$ cat config.mk
export PLATFORM = sky130hd
export DESIGN_NAME = bang_bang_clock_recovery_pll_top
export DESIGN_NICKNAME = d
export VERILOG_FILES = /design/src/rtl/core/bbcr_pkg.sv /design/src/rtl/core/bang_bang_clock_recovery_pll_top.sv /design/src/rtl/core/bbcr_cfg_regs.sv /design/src/rtl/core/bbcr_loop.sv
export SDC_FILE = /design/constraint.sdc
export NUM_CORES = 1
export LEC_CHECK = 0
export BUFFER_PORTS_ARGS = -buffer_cell sky130_fd_sc_hd__buf_4
export CAP_MARGIN = 40
export CORE_UTILIZATION = 59
export CTS_CLUSTER_DIAMETER = 30
export CTS_CLUSTER_SIZE = 40
export DETAILED_ROUTE_END_ITERATION = 7
export HOLD_SLACK_MARGIN = 0.15
export PLACE_DENSITY = 0.79
export SLEW_MARGIN = 20
export SYNTH_ARGS = -nofsm -noshare
export SYNTH_HDL_FRONTEND = slang
export SYNTH_SLANG_ARGS = --single-unit
export TNS_END_PERCENT = 30
$ cat constraint.sdc
create_clock -name clk_i -period 7.45 [get_ports clk_i]
set_input_delay 0.745 -clock clk_i [delete_from_list [all_inputs] [get_ports clk_i]]
set_output_delay 0.745 -clock clk_i [all_outputs]
set_load 0.03 [all_outputs]
$ cat src/rtl/core/bbcr_pkg.sv
// package for the bang-bang clock recovery loop
// holds register indexes, reset values, field widths and the shared structs
// no dependencies
package bbcr_pkg;

  localparam int unsigned BASE_INC_W   = 32;
  localparam int unsigned LOOP_GAIN_W  = 16;
  localparam int unsigned WINDOW_LEN_W = 6;
  localparam int unsigned LEAK_SHIFT_W = 4;
  localparam int unsigned PHASE_INIT_W = 32;
  localparam int unsigned CFG_DATA_W   = 32;
  localparam int unsigned CFG_IDX_W    = 3;

  localparam int unsigned PHASE_ERR_W  = 16;
  localparam int unsigned S_TDATA_W    = 8;
  localparam int unsigned M_TDATA_W    = 24;

  localparam logic [BASE_INC_W-1:0]   BASE_INC_RST   = 32'd42949673;
  localparam logic [LOOP_GAIN_W-1:0]  LOOP_GAIN_RST  = 16'd655;
  localparam logic [WINDOW_LEN_W-1:0] WINDOW_LEN_RST = 6'd40;
  localparam logic [LEAK_SHIFT_W-1:0] LEAK_SHIFT_RST = 4'd10;
  localparam logic [PHASE_INIT_W-1:0] PHASE_INIT_RST = 32'd858993459;

  typedef enum logic [CFG_IDX_W-1:0] {
    REG_BASE_INC   = 3'd0,
    REG_LOOP_GAIN  = 3'd1,
    REG_WINDOW_LEN = 3'd2,
    REG_LEAK_SHIFT = 3'd3,
    REG_PHASE_INIT = 3'd4
  } cfg_idx_e;

  typedef struct packed {
    logic [BASE_INC_W-1:0]   base_inc;
    logic [LOOP_GAIN_W-1:0]  loop_gain;
    logic [WINDOW_LEN_W-1:0] window_len;
    logic [LEAK_SHIFT_W-1:0] leak_shift;
  } cfg_t;

  typedef struct packed {
    logic [PHASE_ERR_W-1:0] phase_error;
    logic                   clock_window;
    logic                   data_window;
    logic                   rec_clock;
  } res_t;

endpackage

$ cat src/rtl/core/bang_bang_clock_recovery_pll_top.sv
// Bang-bang clock recovery loop. One data sample is taken per cycle while the result
// register is free or being drained, and one result leaves per sample; each sample passes
// the input register, then the result register, with the loop update (nco multiply-add,
// window counters and leaky filter) between the two registers.
// The nco starts from the phase_init reset value; later phase_init writes do not move it.
// Depends on bbcr_pkg, bbcr_cfg_regs and bbcr_loop.
module bang_bang_clock_recovery_pll_top
  import bbcr_pkg::*;
#(
  parameter int unsigned PHASE_BITS = 32,
  parameter int unsigned ERROR_BITS = 16
) (
  input  logic                  clk_i,
  input  logic                  rst_ni,
  input  logic                  s_axis_tvalid,
  output logic                  s_axis_tready,
  input  logic [S_TDATA_W-1:0]  s_axis_tdata,   // [0] data_bit, rest zero
  output logic                  m_axis_tvalid,
  input  logic                  m_axis_tready,
  output logic [M_TDATA_W-1:0]  m_axis_tdata,   // [0] rec_clock, [1] data_window,
                                                // [2] clock_window, [18:3] phase_error
  input  logic                  cfg_we_i,
  input  logic [CFG_IDX_W-1:0]  cfg_idx_i,
  input  logic [CFG_DATA_W-1:0] cfg_wdata_i
);

  cfg_t cfg;
  res_t res;

  logic                 in_valid_d, in_valid_q, in_data_q;
  logic                 out_valid_d, out_valid_q;
  logic [M_TDATA_W-1:0] out_data_q;
  logic                 advance, in_req;

  bbcr_cfg_regs u_cfg (
    .clk_i,
    .rst_ni,
    .cfg_we_i,
    .cfg_idx_i,
    .cfg_wdata_i,
    .cfg_o (cfg)
  );

  bbcr_loop #(
    .PHASE_BITS (PHASE_BITS),
    .ERROR_BITS (ERROR_BITS)
  ) u_loop (
    .clk_i,
    .rst_ni,
    .cfg_i  (cfg),
    .step_i (advance),
    .data_i (in_data_q),
    .res_o  (res)
  );

  // a sample moves on when the result register is free or being drained
  assign advance       = in_valid_q & (~out_valid_q | m_axis_tready);
  assign s_axis_tready = ~in_valid_q | advance;
  assign in_req        = s_axis_tvalid & s_axis_tready;

  always_comb begin
    in_valid_d  = in_req | (in_valid_q & ~advance);
    out_valid_d = advance | (out_valid_q & ~m_axis_tready);
  end

  always_ff @(posedge clk_i or negedge rst_ni) begin
    if (!rst_ni) begin
      in_valid_q  <= 1'b0;
      out_valid_q <= 1'b0;
    end else begin
      in_valid_q  <= in_valid_d;
      out_valid_q <= out_valid_d;
    end
  end

  always_ff @(posedge clk_i) begin
    if (in_req) begin
      in_data_q <= s_axis_tdata[0];
    end
    if (advance) begin
      out_data_q <= M_TDATA_W'(res);
    end
  end

  assign m_axis_tvalid = out_valid_q;
  assign m_axis_tdata  = out_data_q;

endmodule

$ cat src/rtl/core/bbcr_cfg_regs.sv
// configuration register file of the clock recovery loop
// depends on bbcr_pkg
module bbcr_cfg_regs
  import bbcr_pkg::*;
(
  input  logic                  clk_i,
  input  logic                  rst_ni,
  input  logic                  cfg_we_i,
  input  logic [CFG_IDX_W-1:0]  cfg_idx_i,
  input  logic [CFG_DATA_W-1:0] cfg_wdata_i,
  output cfg_t                  cfg_o
);

  cfg_t cfg_d, cfg_q;

  always_comb begin
    cfg_d = cfg_q;
    if (cfg_we_i) begin
      case (cfg_idx_e'(cfg_idx_i))
        REG_BASE_INC:   cfg_d.base_inc   = cfg_wdata_i[BASE_INC_W-1:0];
        REG_LOOP_GAIN:  cfg_d.loop_gain  = cfg_wdata_i[LOOP_GAIN_W-1:0];
        REG_WINDOW_LEN: cfg_d.window_len = cfg_wdata_i[WINDOW_LEN_W-1:0];
        REG_LEAK_SHIFT: cfg_d.leak_shift = cfg_wdata_i[LEAK_SHIFT_W-1:0];
        // phase init only matters at reset, so a write has no effect
        REG_PHASE_INIT: cfg_d = cfg_q;
        default:        cfg_d = cfg_q;
      endcase
    end
  end

  always_ff @(posedge clk_i or negedge rst_ni) begin
    if (!rst_ni) begin
      cfg_q.base_inc   <= BASE_INC_RST;
      cfg_q.loop_gain  <= LOOP_GAIN_RST;
      cfg_q.window_len <= WINDOW_LEN_RST;
      cfg_q.leak_shift <= LEAK_SHIFT_RST;
    end else begin
      cfg_q <= cfg_d;
    end
  end

  assign cfg_o = cfg_q;

endmodule

$ cat src/rtl/core/bbcr_loop.sv
// loop state registers and combinational update: nco, edge windows, leaky phase filter
// depends on bbcr_pkg
module bbcr_loop
  import bbcr_pkg::*;
#(
  parameter int unsigned PHASE_BITS = 32,
  parameter int unsigned ERROR_BITS = 16
) (
  input  logic clk_i,
  input  logic rst_ni,
  input  cfg_t cfg_i,
  input  logic step_i,
  input  logic data_i,
  output res_t res_o
);

  localparam int unsigned PROD_W = ERROR_BITS + LOOP_GAIN_W + 1;
  localparam int unsigned SUM_W  = (PHASE_BITS > PROD_W) ? PHASE_BITS : PROD_W;
  localparam int unsigned EXT_W  = (PHASE_BITS > BASE_INC_W) ? PHASE_BITS : BASE_INC_W;
  localparam int unsigned FW     = ERROR_BITS + 2;
  localparam int unsigned OW     = (ERROR_BITS > PHASE_ERR_W) ? ERROR_BITS : PHASE_ERR_W;

  localparam logic signed [ERROR_BITS-1:0] ERR_MAX = {1'b0, {(ERROR_BITS-1){1'b1}}};
  localparam logic signed [ERROR_BITS-1:0] ERR_MIN = {1'b1, {(ERROR_BITS-1){1'b0}}};
  localparam logic [EXT_W-1:0]             INIT_EXT = EXT_W'(PHASE_INIT_RST);

  logic [PHASE_BITS-1:0]         phase_d, phase_q;
  logic                          dprev_q, cprev_q;
  logic [WINDOW_LEN_W-1:0]       dcnt_d, dcnt_q, ccnt_d, ccnt_q;
  logic signed [ERROR_BITS-1:0]  fe_d, fe_q;

  logic signed [PROD_W-1:0]      prod;
  logic signed [SUM_W-1:0]       prod_ext;
  logic [EXT_W-1:0]              base_ext;
  logic                          clk_bit, dedge, cedge, dwin, cwin, early;
  logic signed [ERROR_BITS-1:0]  fe_hit, fe_miss;
  logic signed [OW-1:0]          fe_out;

  // move err toward tgt by (tgt - err) >>> sh, clamped to the error range
  function automatic logic signed [ERROR_BITS-1:0] leak(
    input logic signed [ERROR_BITS-1:0] tgt,
    input logic signed [ERROR_BITS-1:0] err,
    input logic [LEAK_SHIFT_W-1:0]      sh
  );
    logic signed [FW-1:0] diff;
    logic signed [FW-1:0] sum;
    diff = FW'(tgt) - FW'(err);
    sum  = FW'(err) + (diff >>> sh);
    if (sum > FW'(ERR_MAX)) begin
      leak = ERR_MAX;
    end else if (sum < FW'(ERR_MIN)) begin
      leak = ERR_MIN;
    end else begin
      leak = sum[ERROR_BITS-1:0];
    end
  endfunction

  // nco advance with the error of the previous tick
  always_comb begin
    prod     = $signed({1'b0, cfg_i.loop_gain}) * fe_q;
    prod_ext = SUM_W'(prod);
    base_ext = EXT_W'(cfg_i.base_inc);
    phase_d  = phase_q + base_ext[PHASE_BITS-1:0] + prod_ext[PHASE_BITS-1:0];
    clk_bit  = phase_d[PHASE_BITS-1];
  end

  // edge windows
  always_comb begin
    dedge = data_i & ~dprev_q;
    dwin  = dedge | (dcnt_q != '0);
    if (dedge) begin
      dcnt_d = cfg_i.window_len;
    end else if (dcnt_q != '0) begin
      dcnt_d = dcnt_q - 1'b1;
    end else begin
      dcnt_d = dcnt_q;
    end

    cedge = clk_bit ^ cprev_q;
    cwin  = cedge | (ccnt_q != '0);
    if (cedge) begin
      ccnt_d = cfg_i.window_len;
    end else if (ccnt_q != '0) begin
      ccnt_d = ccnt_q - 1'b1;
    end else begin
      ccnt_d = ccnt_q;
    end
  end

  // both filter outcomes are ready before the clock window settles
  always_comb begin
    early   = dcnt_d < (cfg_i.window_len >> 1);
    fe_hit  = leak(early ? ERR_MAX : ERR_MIN, fe_q, cfg_i.leak_shift);
    fe_miss = leak('0, fe_q, cfg_i.leak_shift);
    if (!dwin) begin
      fe_d = fe_q;
    end else if (cwin) begin
      fe_d = fe_hit;
    end else begin
      fe_d = fe_miss;
    end
  end

  always_ff @(posedge clk_i or negedge rst_ni) begin
    if (!rst_ni) begin
      phase_q <= INIT_EXT[PHASE_BITS-1:0];
      dprev_q <= 1'b0;
      cprev_q <= 1'b0;
      dcnt_q  <= '0;
      ccnt_q  <= '0;
      fe_q    <= '0;
    end else if (step_i) begin
      phase_q <= phase_d;
      dprev_q <= data_i;
      cprev_q <= clk_bit;
      dcnt_q  <= dcnt_d;
      ccnt_q  <= ccnt_d;
      fe_q    <= fe_d;
    end
  end

  assign fe_out             = OW'(fe_d);
  assign res_o.rec_clock    = clk_bit;
  assign res_o.data_window  = dwin;
  assign res_o.clock_window = cwin;
  assign res_o.phase_error  = fe_out[PHASE_ERR_W-1:0];

endmodule

; Word-level counts from Yosys, hierarchy flattened
; Cells that the tools add are included.
[classes]
mux = 11
bitwise_logic = 17
n_mul = 1
n_reduce_logical = 9
shifts = 2
order_cmp = 5
n_eq_ne = 3
n_addsub = 8
[op_table]
columns = op, n
row1 = two-way mux 16 bit, 7
row2 = adder 32 bit, 2
row3 = adder 16 x 18 -> 18 bit, 2
row4 = > comparator 18 x 16 -> 1 bit (second input constant), 2
row5 = less-than comparator 18 x 16 -> 1 bit (second input constant), 2
row6 = >>> shifter 18 x 4 -> 18 bit, 2
row7 = multiplier 17 x 16 -> 32 bit, 1
row8 = two-way mux 6 bit, 4
row9 = subtractor 1 x 16 -> 17 bit (first input constant), 1
row10 = subtractor 16 x 16 -> 17 bit, 1
row11 = nonzero test 6 bit, 2
row12 = subtractor 6 x 1 -> 6 bit (second input constant), 2
row13 = AND reduction 2 bit, 5
row14 = equality test 3 x 2 -> 1 bit (second input constant), 2
row15 = less-than comparator 6 x 5 -> 1 bit, 1
row16 = OR 1 bit, 6
row17 = AND 1 bit, 5
row18 = inverter 1 bit, 5
row19 = equality test 3 x 1 -> 1 bit (second input constant), 1
row20 = zero test 3 bit, 1
row21 = nonzero test 2 bit, 1
row22 = bitwise XOR 1 bit, 1
[totals]
wordCells = 70
regBits = 142
out_inout_bits = 26

; Logic depth before layout (Yosys ltp)
; Gate-level depths: netlist (run 1).
[depth]
word_depth = 13
mapped_depth = 37
depth_no_buf = 36

; Modules after synthesis
; From an unflattened synthesis (run 1), not the netlist that was laid out.
[hier_totals]
hier_cells = 2334
area_unflattened_um2 = 21667.0
[by_module_without_submodules]
columns = mod, area_each_um2, cells_per_inst, n_inst, seq_area_each_um2
row1 = bbcr_loop, 18677.9, 2174, 1, 1546.5
row2 = bbcr_cfg_regs, 2243.4, 126, 1, 1480.2
row3 = bang_bang_clock_recovery_pll_top, 745.7, 34, 1, 650.6

; Least setup slack after synthesis (run 1)
; Ideal clock, no wire load.
[synth_path]
path_type = register -> register
start = register u_loop.dcnt_q[4]
end = register out_data_q[15] (netlist: m_axis_tdata[15]) (data pin)
t_arrival_ns = 7.398
slack_ns = -0.208
period_less_slack_ns = 7.658
path_stages_with_launch = 36
setup_time_ns = 0.260
required_time_ns = 7.190
path_cell_list = dfrtp_1 -> nor4_1 -> nand2_1 -> nand2_1 -> o21ai_0 -> a21oi_1 -> ha_1 -> a21o_1 -> a21oi_1 -> nor2b_1 -> o21ai_0 -> nand3b_1 -> inv_1 -> ha_1 -> a21o_1 -> a211o_1 -> a21boi_0 -> a31oi_2 -> a31oi_1 -> xnor2_1 -> inv_1 -> mux4_2 -> mux2_2 -> o21ba_2 -> fa_1 -> a211oi_1 -> o21ai_0 -> a41o_1 -> nand4_1 -> a21oi_1 -> o31ai_1 -> and3_1 -> clkbuf_2 -> buf_2 -> a22oi_1 -> mux2_2
[synth_rtl]
columns = item, line
row1 = "start, declared", bbcr_loop.sv:29  ; logic [WINDOW_LEN_W-1:0] dcnt_d, dcnt_q, ccnt_d, ccnt_q;
row2 = "start signal, assigned", bbcr_loop.sv:116  ; dcnt_q <= dcnt_d;
row3 = "end signal, assigned", bang_bang_clock_recovery_pll_top.sv:81  ; out_data_q <= M_TDATA_W'(res);
row4 = "end, declared", bang_bang_clock_recovery_pll_top.sv:32  ; logic [M_TDATA_W-1:0] out_data_q;

==> results.ini, run 1 <==
[outcome]
outcome=finished with violations
violations=setup timing

[layout]
final_common_cell=inv_1
final_cell_mix=365 x inv_1, 318 x nand2_1, 253 x fa_1
layout.nets=2991
finalNonFillerCells=2949
drive_gt1_share_pct=18.28
final_area_um2=23880
final_util_pct=68.80
area_growth_pct=14.03
num_antenna_cells=0

[floorplan]
dieArea_um2=36260
die_y_um=190.4
coreArea_um2=34710
ios=74
chipWidth_um=190.4
row_count=68
start_util_pct=60.34

[hold_path]
hold_path_depth=1
worstHoldEndpoint=in_data_q$_DFFE_PP_
hold_path_class=in2reg
hold_start=s_axis_tdata[0]

[cts]
clock_sinks=141
cts_root_buffer=clkbuf_16
clkSlewWorstSetupHoldPaths_ns=0.08
numCtsBuffers=17
cts_buffer_depth=2
clock_latency_ns=0.46
tritoncts=yes
ctsHtreeMaxLevel=4

[sta]
finalCritPeriodShare_pct=102.9
maxSlewViolCount=0
slew_headroom_pct=46.24
rsz0062_at_grt=true
fin_skew_ns=0.01215
finalWorstSetupSlack_ns=-0.2126
max_freq_mhz=130.5
final.min_clock_period_ns=7.663
setup_viol=23
finalHoldViolations=0
tightestPinTransition_ns=0.8010

[placed_design]
dp_hpwl_mm=43.99
placed_cell_area_um2=22700
port_buffers=61
pre_cts_ws_ns=-0.2542
routabilityCongestion=0.9841
placed_cells=2896

[worst_setup_path]
max_stage_delay_ns=0.51
arrival_ns=7.88
cp_max_fo=7
ff2ff_setup_slack_ns=-0.21
path_common_cell=a21oi_2
cp_slowest_cell=mux4_2
cp-start-kind=flip-flop
cp_top_family=compound AO/OA/AOI/OAI gates
crit_type=reg2reg
r2r_cells=37
path_buf_inv=5
reg2reg_from=u_loop.dcnt_q[4]$_DFFE_PN0P_
rr_endpoint=m_axis_tdata[10]$_DFFE_PP_
cp.required_ns=7.66
critPathCaptureType=flip-flop

[yosys]
synth_cell_types=80
synth_warnings=0
synthFlopType=dfrtp_1
synth-edff-count=20
synthArstFlopShare_pct=85.82
syn_inst=2344
synth.avg_cell_area_um2=8.936
synth_seq_cells=141
synth_area_um2=20950
ys_seq_area_share_pct=17.56

[detailed_routing]
wire_per_inst_um=19.49
drtPass1Iterations=5
first_iter_violations=1417
antenna_left=0
viasPerCell=5.928
drc_errors=0
totalWireLength_mm=57.48
via_count=17480

[run]
cap_violations=0

[global_route]
grt_max_degree=76
globalRoute.totalOverflow=0
grt_pass1_wl_mm=93.39
grt_pass1_vias=18060
grt_use_total_pct=33.17
antenna_found_initial=0

cell families (layout without fill, tap and decap cells):
logic type                 after synthesis  in the layout  synth area share (%)
adders and majority gates              462            462                 36.74
xor gates and xnor gates                77             77                 3.327
muxes                                  103            103                 5.777
AOI/OAI and AO/OA                      421            421                 13.00
DFF                                    141            141                 17.56
buffers and inverters                  484            630                 8.853
other                                    1              5               0.01790
and+or+nand+nor                        655            655                 14.73
stage by stage:
step / TNS [ns] / hold WS, ns
after floorplan: 0 / 0.4428
after global placement: -1.310 / 0.4535
after detailed placement: -4.259 / 0.4648
after CTS: -0.1150 / 0.4066
after global routing: -13.24 / 0.4581
final: -3.092 / 0.4624
synth_stat cells, types with 39 or more instances:
master / instances / share of area [%]
dfrtp_1: 82 / 9.8
fa_1: 255 / 24
and2_1: 106 / 3.2
inv_1: 367 / 6.6
ha_1: 207 / 12
nor2_1: 83 / 1.5
nand2_1: 320 / 5.7
o21ai_0: 98 / 2.3
clkbuf_1: 94 / 1.7
a21oi_1: 98 / 2.3
xnor2_1: 47 / 2.0
dfstp_2: 39 / 4.9
mux2_2: 73 / 3.9
how the worst max path moves through the flow:
stage / start / endpoint / slack [ns] / cells after the start
floorplan: u_loop.dcnt_q[4]$_DFFE_PN0P_ / m_axis_tdata[15]$_DFFE_PP_ / 0.002 / 35
global placement: u_loop.dcnt_q[4]$_DFFE_PN0P_ / m_axis_tdata[15]$_DFFE_PP_ / -0.14 / 35
detailed placement: u_loop.dcnt_q[4]$_DFFE_PN0P_ / m_axis_tdata[10]$_DFFE_PP_ / -0.25 / 37
CTS: u_loop.dcnt_q[2]$_DFFE_PN0P_ / m_axis_tdata[7]$_DFFE_PP_ / -0.04 / 35
global route: u_loop.dcnt_q[4]$_DFFE_PN0P_ / m_axis_tdata[16]$_DFFE_PP_ / -0.54 / 37
finish: u_loop.dcnt_q[4]$_DFFE_PN0P_ / m_axis_tdata[10]$_DFFE_PP_ / -0.21 / 37
worst register-to-register path, delay by kind of cell, from the launching register on:
kind / cells / cell delay [ns]
AO/OA/AOI/OAI: 14 / 2.23
multiplexers: 4 / 1.41
flip-flops: 1 / 0.39
XOR/XNOR: 1 / 0.19
adder cells (fa/ha/maj): 4 / 0.94
buffers and inverters: 5 / 0.62
AND/OR/NAND/NOR: 9 / 1.66
final cells by class:
class                      count  area [um2]
clock inverter                15       186.4
sequential                   141        3691
tap                          455       569.3
clock buffer                  17       425.4
timing repair buffer         229        1856
multi-input combinational   1723       15770
inverter                     369        1390
fill                        2575       10830
repair_timing:
item                                   CTS  global route
gates cloned                             2             0
buffers inserted                         6             7
pin swaps                               23            37
setup endpoints to repair               29            38
gates resized for setup                 32            57
hold buffers                             0             1
endpoints found under the hold margin    0             3
metal layers:
layer  global-route usage (%)  wire length (um)  up-vias
met2                    57.30             28470      721
met1                    41.93             22590     8636
met4                    13.97              2567        0
met5                        0                 0        -
met3                    4.085              3847      177
li1                         -                 -     7949
flip-flops by register name (all words and copies together), names as in the netlist:
register and flops:
u_loop.dprev_q 1, u_loop.ccnt_q 6, u_loop.phase_q 31, m_axis_tdata 19, u_cfg.cfg_o 58, m_axis_tvalid 1
u_loop.cprev_q 1, in_valid_q 1, in_data_q 1, u_loop.fe_q 16, u_loop.dcnt_q 6
Power of run 1 is left out: the tool's default activity adds up to more than one toggle a clock period on the data nets, which glitch-free logic cannot reach.
==> run 2: changes to the inputs <==
--- a/config.mk
+++ b/config.mk
@@ -6,13 +6,12 @@
 export NUM_CORES = 1
 export LEC_CHECK = 0
 export BUFFER_PORTS_ARGS = -buffer_cell sky130_fd_sc_hd__buf_4
-export CAP_MARGIN = 40
 export CORE_UTILIZATION = 59
 export CTS_CLUSTER_DIAMETER = 30
 export CTS_CLUSTER_SIZE = 40
 export DETAILED_ROUTE_END_ITERATION = 7
 export HOLD_SLACK_MARGIN = 0.15
-export PLACE_DENSITY = 0.79
+export PLACE_DENSITY = 0.76
 export SLEW_MARGIN = 20
 export SYNTH_ARGS = -nofsm -noshare
 export SYNTH_HDL_FRONTEND = slang
==> run 2 against run 1 <==
  * The flow still finishes with violations (setup timing)
  * Largest cell class unchanged
  * Sequential share of layout area about the same
  * Setup slack gained 0.16 ns
  * Via count is 1.8% lower
  * Cell count increased by 0.14%
  * Critical endpoint is now u_loop.fe_q[1]$_DFFE_PN0P_
  * Maximum frequency is 2.1% higher
  * Clock-buffer cell count is the same
==> results.ini, run 2 (same netlist as run 1, synthesis figures left out) <==
[floorplan]
row_count=68  ; unchanged
die_y_um=190.4  ; unchanged
chipWidth_um=190.4  ; unchanged
dieArea_um2=36260  ; unchanged
start_util_pct=60.34  ; unchanged
ios=74  ; unchanged
coreArea_um2=34710  ; unchanged

[global_route]
antenna_found_initial=0  ; unchanged
globalRoute.totalOverflow=0  ; unchanged
grt_pass1_wl_mm=90.58  ; -3.0%
grt_use_total_pct=31.75  ; -1.4 points
grt_pass1_vias=17690  ; -2.1%
grt_max_degree=76  ; unchanged

[hold_path]
hold_path_class=in2async

[worst_setup_path]
crit_type=reg2reg
max_stage_delay_ns=0.49  ; -0.02 ns
arrival_ns=7.90  ; +0.02 ns
path_common_cell=buf_4
critPathCaptureType=flip-flop
cp.required_ns=7.84  ; +0.18 ns
cp-start-kind=flip-flop
cp_max_fo=7  ; unchanged
cp_slowest_cell=mux4_2

[sta]
final.min_clock_period_ns=7.506  ; -0.1563 ns
rsz0062_at_grt=true
fin_skew_ns=0.01408  ; +0.001930 ns
totalNegativeSetupSlack_ns=-0.3304  ; +2.762 ns
finalWorstSetupSlack_ns=-0.05637  ; +0.1563 ns
holdWs_ns=0.3934  ; -0.06900 ns
setup_viol=13  ; -43%
maxSlewViolCount=0  ; unchanged
slew_headroom_pct=30.18  ; -16 points
finalHoldViolations=0  ; unchanged
max_freq_mhz=133.2  ; +2.1%
tightestPinTransition_ns=1.038  ; +0.2367 ns
finalCritPeriodShare_pct=100.8  ; -2.1 points

[placed_design]
port_buffers=61  ; unchanged
dp_hpwl_mm=43.09  ; -2.1%
pre_cts_ws_ns=-0.3644  ; -0.1102 ns
routabilityCongestion=0.9282  ; -5.7%
placed_cell_area_um2=22820  ; +0.52%

[detailed_routing]
totalWireLength_mm=54.80  ; -4.7%
antenna_left=0  ; unchanged
via_count=17160  ; -1.8%
wire_per_inst_um=18.56  ; -4.8%
drtPass1Iterations=6  ; +1
viasPerCell=5.812  ; -2.0%
drc_errors=0  ; unchanged
first_iter_violations=1197  ; -16%

[cts]
tritoncts=yes
ctsHoldBuffers=0  ; unchanged
clock_sinks=141  ; unchanged
cts_root_buffer=clkbuf_16
ctsHtreeMaxLevel=4  ; unchanged
cts_buffer_depth=2  ; unchanged
numCtsBuffers=17  ; unchanged
clock_latency_ns=0.44  ; -0.02 ns
clkSlewWorstSetupHoldPaths_ns=0.07  ; about the same

[run]
cap_violations=0  ; unchanged

[layout]
final_cell_mix=366 x inv_1, 315 x nand2_1, 253 x fa_1
num_antenna_cells=0  ; unchanged
area_growth_pct=13.45
final_area_um2=23760  ; -0.51%
final_common_cell=inv_1
drive_gt1_share_pct=18.25  ; -0.029 points
largest_reg_flops=58  ; unchanged
layout.nets=2995  ; +0.13%

[outcome]
violations=setup timing
outcome=finished with violations

run 2: worst paths after layout:
check | start | to | slack [ns] | cells past startpoint
worst max-delay path | u_loop.dcnt_q[4]$_DFFE_PN0P_ | u_loop.fe_q[1]$_DFFE_PN0P_ | -0.06 | 37
worst min-delay path | rst_ni | u_loop.phase_q[18]$_DFFE_PN0P_ | 0.39 | 1
worst max register to register | u_loop.dcnt_q[4]$_DFFE_PN0P_ | u_loop.fe_q[1]$_DFFE_PN0P_ | -0.06 | 37
worst min register to register | u_loop.phase_q[4]$_DFFE_PN1P_ | u_loop.phase_q[4]$_DFFE_PN1P_ | 0.48 | 2
max in group asynchronous | rst_ni | u_loop.fe_q[0]$_DFFE_PN0P_ | 5.77 | 2
min in group clk_i | u_loop.phase_q[4]$_DFFE_PN1P_ | u_loop.phase_q[4]$_DFFE_PN1P_ | 0.48 | 2
run 2: worst max-delay path: cells and delay by family, from the launching register on:
kind,cells,cell delay (ns)
AOI/OAI and AO/OA,11,1.91
and+or+nand+nor,9,1.64
muxes,4,1.34
buffers and inverters,8,1.13
adders and majority gates,3,0.68
DFF,1,0.39
xor gates and xnor gates,2,0.35
run 2: per-layer routing:
| layer | global-route usage [%] | wire (um) | vias up |
|---|---|---|---|
| li1 | - | - | 7954 |
| met1 | 42.56 | 22920 | 8485 |
| met2 | 53.80 | 26790 | 620 |
| met3 | 3.570 | 3481 | 105 |
| met4 | 10.09 | 1602 | 0 |
| met5 | 0 | 0 | - |
run 2: area by class of cell:
| class | count | area (um2) |
|---|---|---|
| multi-input combinational | 1723 | 15710 |
| fill | 2679 | 10950 |
| sequential | 141 | 3681 |
| timing repair buffer | 233 | 1834 |
| inverter | 369 | 1385 |
| tap | 455 | 569.3 |
| clock buffer | 17 | 425.4 |
| clock inverter | 15 | 156.4 |
run 2: what timing repair did:
item,in CTS,in global routing
buffers inserted,5,3
cloned,1,1
pin swaps,21,34
resized for setup,27,47
setup endpoints to repair,31,38
run 2: per-stage QoR:
stage                     instances  util, %
after floorplan                2348        -
after global placement         2911    65.73
after detailed placement       2911    65.73
after CTS                      2949    67.87
after global routing           2953    68.45
final                          2953    68.45
Power of run 2 is left out for the same reason.
